### config.mk
export PLATFORM = sky130hd
export DESIGN_NAME = key_to_slot_assign_lookup_table_core
export DESIGN_NICKNAME = d
export VERILOG_FILES = /design/src/ksa_pkg.sv /design/src/key_to_slot_assign_lookup_table_core.sv /design/src/ksa_cell.sv
export SDC_FILE = /design/constraint.sdc
export NUM_CORES = 1
export LEC_CHECK = 0
export BUFFER_PORTS_ARGS = -buffer_cell sky130_fd_sc_hd__buf_2
export CORE_MARGIN = 2
export CORE_UTILIZATION = 30
export DETAILED_ROUTE_END_ITERATION = 8
export PLACE_DENSITY_LB_ADDON = 0.25
export SETUP_SLACK_MARGIN = 0.15
export SLEW_MARGIN = 30
export SYNTH_ARGS = -nofsm -noshare
export SYNTH_HDL_FRONTEND = slang
export SYNTH_SLANG_ARGS = --single-unit
### constraint.sdc
create_clock -name clk -period 8 [get_ports clk]
set_input_delay 1.2 -clock clk [delete_from_list [all_inputs] [get_ports clk]]
set_output_delay 1.2 -clock clk [all_outputs]
set_load 0.01 [all_outputs]
### src/ksa_pkg.sv
// shared types, codes and defaults for the key to slot assignment table
`default_nettype none

package ksa_pkg;

  // default configuration
  localparam int DEF_NUM_TYPES    = 2;
  localparam int DEF_NUM_CHANNELS = 8;
  localparam int DEF_NUM_RATES    = 8;
  localparam int DEF_TABLE_DEPTH  = 32;

  // fixed field widths
  localparam int FUNC_W     = 2;
  localparam int KEY_W      = 8;
  localparam int STAT_W     = 2;
  localparam int SLOT_OUT_W = 5;
  // slot number inside the table; the user must keep the depth within 255, which the code does not enforce
  localparam int SLOT_IDX_W = 8;

  typedef enum logic [FUNC_W-1:0] {
    FN_ASSIGN = 2'd0,
    FN_LOOKUP = 2'd1,
    FN_CHECK  = 2'd2,
    FN_CLEAR  = 2'd3
  } ksa_func_t;

  typedef enum logic [STAT_W-1:0] {
    ST_OK      = 2'd0,
    ST_RANGE   = 2'd1,
    ST_MISSING = 2'd2,
    ST_FULL    = 2'd3
  } ksa_status_t;

  typedef enum logic [1:0] {
    S_IDLE,
    S_SEARCH,
    S_FIN
  } ksa_state_t;

  // search token that walks down the row of cells
  typedef struct packed {
    logic                  vld;
    logic [KEY_W-1:0]      id;
    logic                  hit;
    logic [SLOT_IDX_W-1:0] slot;
  } search_pkt_t;

  // write of one slot, seen by every cell
  typedef struct packed {
    logic                  en;
    logic [SLOT_IDX_W-1:0] addr;
    logic [KEY_W-1:0]      data;
  } slot_wr_t;

endpackage

`default_nettype wire

### src/key_to_slot_assign_lookup_table_core.sv
// top level of the key to slot assignment table: controller and row of slot cells
//
//   channel | dir | tdata fields (lsb first)                        | width
//   in_     | in  | func, key_type, key_channel, key_rate           | 32
//   out_    | out | status, slot, key_in_range, present             | 16
//
// every request passes through the row of cells and then the finish state:
// the search token steps through one slot cell per cycle, then the finish
// state settles the result and table update once the result register is free
// one request is in flight at a time; in_tready is high only while idle
// the result register frees the search side, so a new request can be taken
// while the previous result still waits on out_tready
// synchronous active-low reset empties the table (fill count to zero); the
// stored ids themselves are not cleared
`default_nettype none

module key_to_slot_assign_lookup_table_core #(
  parameter int NUM_TYPES    = ksa_pkg::DEF_NUM_TYPES,
  parameter int NUM_CHANNELS = ksa_pkg::DEF_NUM_CHANNELS,
  parameter int NUM_RATES    = ksa_pkg::DEF_NUM_RATES,
  parameter int TABLE_DEPTH  = ksa_pkg::DEF_TABLE_DEPTH
) (
  input  wire        clk,
  input  wire        rst_n,
  input  wire        in_tvalid,
  output logic       in_tready,
  input  wire [31:0] in_tdata,   // func[1:0], key_type[9:2], key_channel[17:10],
                                 // key_rate[25:18], zero fill
  output logic       out_tvalid,
  input  wire        out_tready,
  output logic [15:0] out_tdata  // status[1:0], slot[6:2], key_in_range[7],
                                 // present[8], zero fill
);
  import ksa_pkg::*;

  localparam int CNT_W = $clog2(TABLE_DEPTH + 1);

  // request fields
  logic [FUNC_W-1:0] in_func;
  logic [KEY_W-1:0]  in_type;
  logic [KEY_W-1:0]  in_chan;
  logic [KEY_W-1:0]  in_rate;
  assign in_func = in_tdata[1:0];
  assign in_type = in_tdata[9:2];
  assign in_chan = in_tdata[17:10];
  assign in_rate = in_tdata[25:18];

  logic in_acc;
  assign in_acc = in_tvalid && in_tready;

  // range check and flattening of the key
  logic        key_ok;
  logic [15:0] id_wide;
  assign key_ok = (in_type < KEY_W'(NUM_TYPES)) && (in_chan < KEY_W'(NUM_CHANNELS)) &&
                  (in_rate < KEY_W'(NUM_RATES));
  assign id_wide = 16'(in_type) * 16'(NUM_CHANNELS * NUM_RATES) +
                   16'(in_chan) * 16'(NUM_RATES) + 16'(in_rate);

  // held request
  ksa_state_t            state_r, state_nxt;
  ksa_func_t             func_r;
  logic                  ok_r;
  logic [KEY_W-1:0]      id_r;
  logic                  hit_r;
  logic [SLOT_IDX_W-1:0] hit_slot_r;
  logic [CNT_W-1:0]      used_cnt_r, used_cnt_nxt;

  // result register
  logic                  out_valid_r, out_valid_nxt;
  logic [STAT_W-1:0]     res_status_r, res_status_nxt;
  logic [SLOT_OUT_W-1:0] res_slot_r, res_slot_nxt;
  logic                  res_range_r, res_range_nxt;
  logic                  res_present_r, res_present_nxt;

  // the row of cells
  search_pkt_t chain [TABLE_DEPTH+1];
  slot_wr_t    wr;

  assign chain[0].vld  = in_acc;
  assign chain[0].id   = id_wide[KEY_W-1:0];
  assign chain[0].hit  = 1'b0;
  assign chain[0].slot = '0;

  for (genvar g = 0; g < TABLE_DEPTH; g++) begin : g_cell
    ksa_cell #(
      .IDX   (g),
      .CNT_W (CNT_W)
    ) u_cell (
      .clk      (clk),
      .rst_n    (rst_n),
      .used_cnt (used_cnt_r),
      .wr       (wr),
      .pkt_i    (chain[g]),
      .pkt_o    (chain[g+1])
    );
  end

  search_pkt_t tail;
  assign tail = chain[TABLE_DEPTH];

  logic fin_go;
  assign fin_go = (state_r == S_FIN) && (!out_valid_r || out_tready);

  always_comb begin
    state_nxt       = state_r;
    used_cnt_nxt    = used_cnt_r;
    out_valid_nxt   = out_valid_r && !out_tready;
    res_status_nxt  = res_status_r;
    res_slot_nxt    = res_slot_r;
    res_range_nxt   = res_range_r;
    res_present_nxt = res_present_r;
    wr.en           = 1'b0;
    wr.addr         = SLOT_IDX_W'(used_cnt_r);
    wr.data         = id_r;
    in_tready       = (state_r == S_IDLE);

    unique case (state_r)
      S_IDLE: begin
        if (in_acc) begin
          state_nxt = S_SEARCH;
        end
      end
      S_SEARCH: begin
        if (tail.vld) begin
          state_nxt = S_FIN;
        end
      end
      S_FIN: begin
        if (fin_go) begin
          state_nxt       = S_IDLE;
          out_valid_nxt   = 1'b1;
          res_status_nxt  = ST_OK;
          res_slot_nxt    = '0;
          res_range_nxt   = ok_r;
          res_present_nxt = ok_r && hit_r;
          unique case (func_r)
            FN_ASSIGN: begin
              if (!ok_r) begin
                res_status_nxt = ST_RANGE;
              end else if (used_cnt_r == CNT_W'(TABLE_DEPTH)) begin
                res_status_nxt = ST_FULL;
              end else begin
                res_slot_nxt = wr.addr[SLOT_OUT_W-1:0];
                wr.en        = 1'b1;
                used_cnt_nxt = used_cnt_r + CNT_W'(1);
              end
            end
            FN_LOOKUP: begin
              if (!ok_r) begin
                res_status_nxt = ST_RANGE;
              end else if (!hit_r) begin
                res_status_nxt = ST_MISSING;
              end else begin
                res_slot_nxt = hit_slot_r[SLOT_OUT_W-1:0];
              end
            end
            FN_CHECK: begin
              res_status_nxt = ok_r ? ST_OK : ST_RANGE;
            end
            FN_CLEAR: begin
              used_cnt_nxt = '0;
            end
            default: begin
              res_status_nxt = ST_OK;
            end
          endcase
        end
      end
      default: begin
        state_nxt = S_IDLE;
      end
    endcase
  end

  always_ff @(posedge clk) begin
    if (!rst_n) begin
      state_r     <= S_IDLE;
      used_cnt_r  <= '0;
      out_valid_r <= 1'b0;
    end else begin
      state_r     <= state_nxt;
      used_cnt_r  <= used_cnt_nxt;
      out_valid_r <= out_valid_nxt;
    end
  end

  always_ff @(posedge clk) begin
    if (in_acc) begin
      func_r <= ksa_func_t'(in_func);
      ok_r   <= key_ok;
      id_r   <= id_wide[KEY_W-1:0];
    end
    if ((state_r == S_SEARCH) && tail.vld) begin
      hit_r      <= tail.hit;
      hit_slot_r <= tail.slot;
    end
    res_status_r  <= res_status_nxt;
    res_slot_r    <= res_slot_nxt;
    res_range_r   <= res_range_nxt;
    res_present_r <= res_present_nxt;
  end

  assign out_tvalid = out_valid_r;
  assign out_tdata  = {7'd0, res_present_r, res_range_r, res_slot_r, res_status_r};

endmodule

`default_nettype wire

### src/ksa_cell.sv
// one table slot: holds a stored id and checks the passing search token
`default_nettype none

module ksa_cell #(
  parameter int IDX   = 0,
  parameter int CNT_W = 6
) (
  input  wire                  clk,
  input  wire                  rst_n,
  input  wire [CNT_W-1:0]      used_cnt,
  input  ksa_pkg::slot_wr_t    wr,
  input  ksa_pkg::search_pkt_t pkt_i,
  output ksa_pkg::search_pkt_t pkt_o
);
  import ksa_pkg::*;

  logic [KEY_W-1:0] key_r;
  search_pkt_t      pkt_r;
  search_pkt_t      pkt_nxt;
  logic             match;

  // only slots below the fill count take part
  assign match = pkt_i.vld && !pkt_i.hit && (CNT_W'(IDX) < used_cnt) &&
                 (key_r == pkt_i.id);

  always_comb begin
    pkt_nxt = pkt_i;
    if (match) begin
      pkt_nxt.hit  = 1'b1;
      pkt_nxt.slot = SLOT_IDX_W'(IDX);
    end
  end

  always_ff @(posedge clk) begin
    if (wr.en && (wr.addr == SLOT_IDX_W'(IDX))) begin
      key_r <= wr.data;
    end
  end

  always_ff @(posedge clk) begin
    if (!rst_n) begin
      pkt_r.vld <= 1'b0;
    end else begin
      pkt_r.vld <= pkt_nxt.vld;
    end
    pkt_r.id   <= pkt_nxt.id;
    pkt_r.hit  <= pkt_nxt.hit;
    pkt_r.slot <= pkt_nxt.slot;
  end

  assign pkt_o = pkt_r;

endmodule

`default_nettype wire

==> summary.txt <==
Status
  • Run status: complete, no violations

Critical path
  • Crit path buf inv count: 1
  • Reg2Reg Depth: 6
  • Crit start category: register
  • Critical path class: reg2reg
  • Critical Path Stages: 6
  • CP arrival: 4.12 ns
  • Reg2Reg Setup Slack: 4.12 ns
  • CP max FO: 13
  • Required time worst endpoint: 8.24 ns
  • Worst-path cell chain: inv_1 > ha_1 > nor3b_2 > a311oi_4 > nand3_1 > nor2_1
  • End point of the critical path: g_cell[27].u_cell.key_r[2]
  • R2r startpoint: used_cnt_r[0]
  • Setup crit start: used_cnt_r[0]
  • Delay-heaviest family, CP: simple AND/OR/NAND/NOR gates
  • CP endpoint kind: register
  • Delay of the slowest cell on the worst path: around 0.8 ns
  • CP max-delay cell: nor2_1
  • R2r endpoint: g_cell[27].u_cell.key_r[2]

Global routing
  • Global Route Usage Sum: roughly an eighth
  • GRT Residual Overflow: 0
  • Met3 Usage GRT: 2.784%
  • First-pass GRT wire length: about 74000 µm
  • Largest net degree at the start of global routing: 37
  • GR peak layer: met2
  • M1 GR Usage: 16.52%
  • Vias in the first global route: 12100
  • Initial antenna violation count: 1
  • M2 GR Usage: 20.15%

Timing
  • Max-slew violations: 0
  • Final Worst Setup Slack: 4.124 ns
  • Slew headroom: 39.16%
  • Min Tclk post-route: 3.876 ns
  • Endpoints failing hold: 0
  • Worst Skew: 0.03250 ns
  • # setup viols final: 0
  • Unrepaired setup endpoints after global routing: false
  • Final Cycle Share: about half
  • Worst Tran Pin Value: 0.9125 ns
  • Maximum achievable frequency: 258.0 MHz
  • Setup TNS: 0 ns

Die
  • DIE HEIGHT: 281.6 µm
  • Die area: 79320 µm²
  • Ports: 54
  • Core Region: 76080 µm²
  • Die W: 281.6 µm
  • Starting Density: between 30 and 40%
  • Row count: just over 100

Synth
  • Average cell area after synthesis: 15.20 µm²
  • Main flop type after synthesis: dfxtp_1
  • Async SR Flop Fraction: 0%
  • Synthesized netlist cell count: 1521
  • Yosys top cell area share: 38.95%
  • Mapped cell area: 23130 µm²
  • Post-synth EDFFs: ~280
  • Yosys reg bits: 732
  • Post-synth top area cell: dfxtp_1
  • Sequential area share after synthesis: 75.57%
  • Synth top area cells: dfxtp_1, edfxtp_1, xor2_1, xnor2_1, nand2b_1
  • Distinct cells, synth: 58
  • Yosys warns: 0

Finish
  • Filler instances: 7312
  • Most frequent cells in the layout: dfxtp_1, edfxtp_1, xor2_1
  • Area growth, synth to finish: 17.32%
  • Layout cells sized above 1: 12.00%
  • Nets: about 1700
  • Most common cell after layout, fill and taps aside: dfxtp_1

Pwr
  • Worst vdd ir: 0.1364 mV
  • Leakage: 0.01006 µW
  • Cell Pwr Density: 297.8 nW/µm²

Placed design
  • Routability cong.: 0.7711
  • Pre-CTS setup slack: 3.889 ns
  • Port Buf Inserts: 40
  • DPL Wire Length: 31690 µm

Job
  • Number of max-cap violations: 0

Clock network
  • H-Tree Depth: 3
  • Worst-path clk slew: 0.06 ns
  • Root Driver: clkbuf_16
  • Cts hold-fix bufs: 0
  • Clock Path Buffers: 3
  • Post-CTS resize count: 0
  • Post-CTS Setup Repair Bufs: 0
  • CTS tree: yes
  • TritonCTS Buffers: 75
  • Clock Sinks: between 700 and 800
  • Clk_lat worst skew: 0.62 ns

Detailed routing
  • Number of antenna-violating nets in the routed design: 0
  • Via/cell ratio: 4.141
  • Number of DRC markers in iteration 0: just over 600
  • Via count: between 10000 and 15000
  • Drc violations: 0
  • DRT Pass-1 Iters: 4
  • Drt total wl: 47860 µm
  • Avg WL per Cell: 17.58 µm

Worst hold path
  • HP Class: reg2reg
==> layout make-up <==
class	instances	area (µm²)	area share, %
Antenna cell	1	2.502	0.009223
Clock buffer	115	2232	8.227
Clock inverter	25	316.6	1.167
Inverter	18	67.56	0.2490
Multi-Input combinational cell	749	5449	20.08
Sequential cell	732	17480	64.42
Tap cell	1030	1289	4.750
Timing Repair Buffer	53	297.8	1.098
==> synth_stat cells, types with 2 or more instances <==
cell type and instances:
nand4bb_1 2, a31oi_1 2, or4b_4 2, a2111oi_0 5, nor4b_1 5, buf_2 5, or3_1 2, nand2b_1 86
nor2_1 46, nor3b_1 14, clkbuf_1 7, ha_1 9, a211oi_1 2, nor4_4 2, o21bai_1 5, buf_4 15
or2_1 9, nand3_1 28, dfxtp_1 450, o21a_1 4, mux2_2 3, a22o_1 2, a21oi_1 8, xor2_1 176
nor4_1 43, nand3_2 2, or2_2 16, or4_1 4, mux2i_1 2, xnor2_1 81, fa_1 2, nor3_1 21
edfxtp_1 282, inv_1 17, nor2b_1 22, nand3b_1 6, nand4_1 23, o2111ai_1 9, nand2_1 19, and2_1 65
==> registers in the layout, summed over array words and instances, names as in the netlist <==
signal / cells
g_cell.u_cell.key_r: 256
func_r: 2
out_tvalid: 1
hit_r: 1
id_r: 8
res_present_r: 1
hit_slot_r: 5
res_range_r: 1
used_cnt_r: 6
ok_r: 1
g_cell.u_cell.pkt_o: 441
res_slot_r: 5
state_r: 2
res_status_r: 2
==> power breakdown <==
part / switching, µW / leakage, µW / internal (µW)
Combinational: 140 / 0.00255 / 128
Sequential: 176 / 0.00626 / 4100
Clock: 1410 / 0.00125 / 2130
Total: 1720 / 0.0101 / 6360
==> per-layer routing <==
metal	share of wire [%]	routed length, µm
met1	47	22570
met3	3.5	1697
met2	46	22120
met4	3.1	1470
met5	0	0
==> kinds of logic (layout without fill, tap and decap cells) <==
| logic type | count (synthesis) | after routing | synth area share [%] |
|---|---|---|---|
| AOI/OAI and AO/OA | 45 | 45 | 1.580 |
| adders and majority gates | 11 | 11 | 0.6601 |
| other | 1 | 8 | 0.01622 |
| buffers and inverters | 46 | 211 | 1.050 |
| DFF | 732 | 732 | 75.57 |
| xor gates and xnor gates | 258 | 258 | 9.831 |
| muxes | 5 | 5 | 0.2326 |
| and+or+nand+nor | 423 | 423 | 11.06 |
==> worst min path at each step <==
stage | start | to | cells past startpoint
2_1_floorplan | g_cell[5].u_cell.pkt_o[11] | g_cell[6].u_cell.pkt_o[11] | 0
6_report | g_cell[22].u_cell.pkt_o[10] | g_cell[23].u_cell.pkt_o[10] | 0
3_5_place_dp | g_cell[13].u_cell.pkt_o[9] | g_cell[14].u_cell.pkt_o[9] | 0
3_3_place_gp | g_cell[6].u_cell.pkt_o[16] | g_cell[7].u_cell.pkt_o[16] | 0
4_1_cts | g_cell[22].u_cell.pkt_o[10] | g_cell[23].u_cell.pkt_o[10] | 0
5_1_grt | g_cell[22].u_cell.pkt_o[10] | g_cell[23].u_cell.pkt_o[10] | 0
==> stage by stage <==
stage	std cells	cell area, µm²	total power [µW]	hold slack [ns]	utilization [%]
after floorplan	1527	23150	4473	0.3444	-
after global placement	2582	24560	4630	0.3570	32.28
after detailed placement	2582	24580	4628	0.3530	32.31
after CTS	2722	27130	8181	0.3511	35.66
after global routing	2722	27130	8379	0.3587	35.66
final	2723	27130	8081	0.3457	35.66
Note: power is estimated with default switching activity, not from simulation.
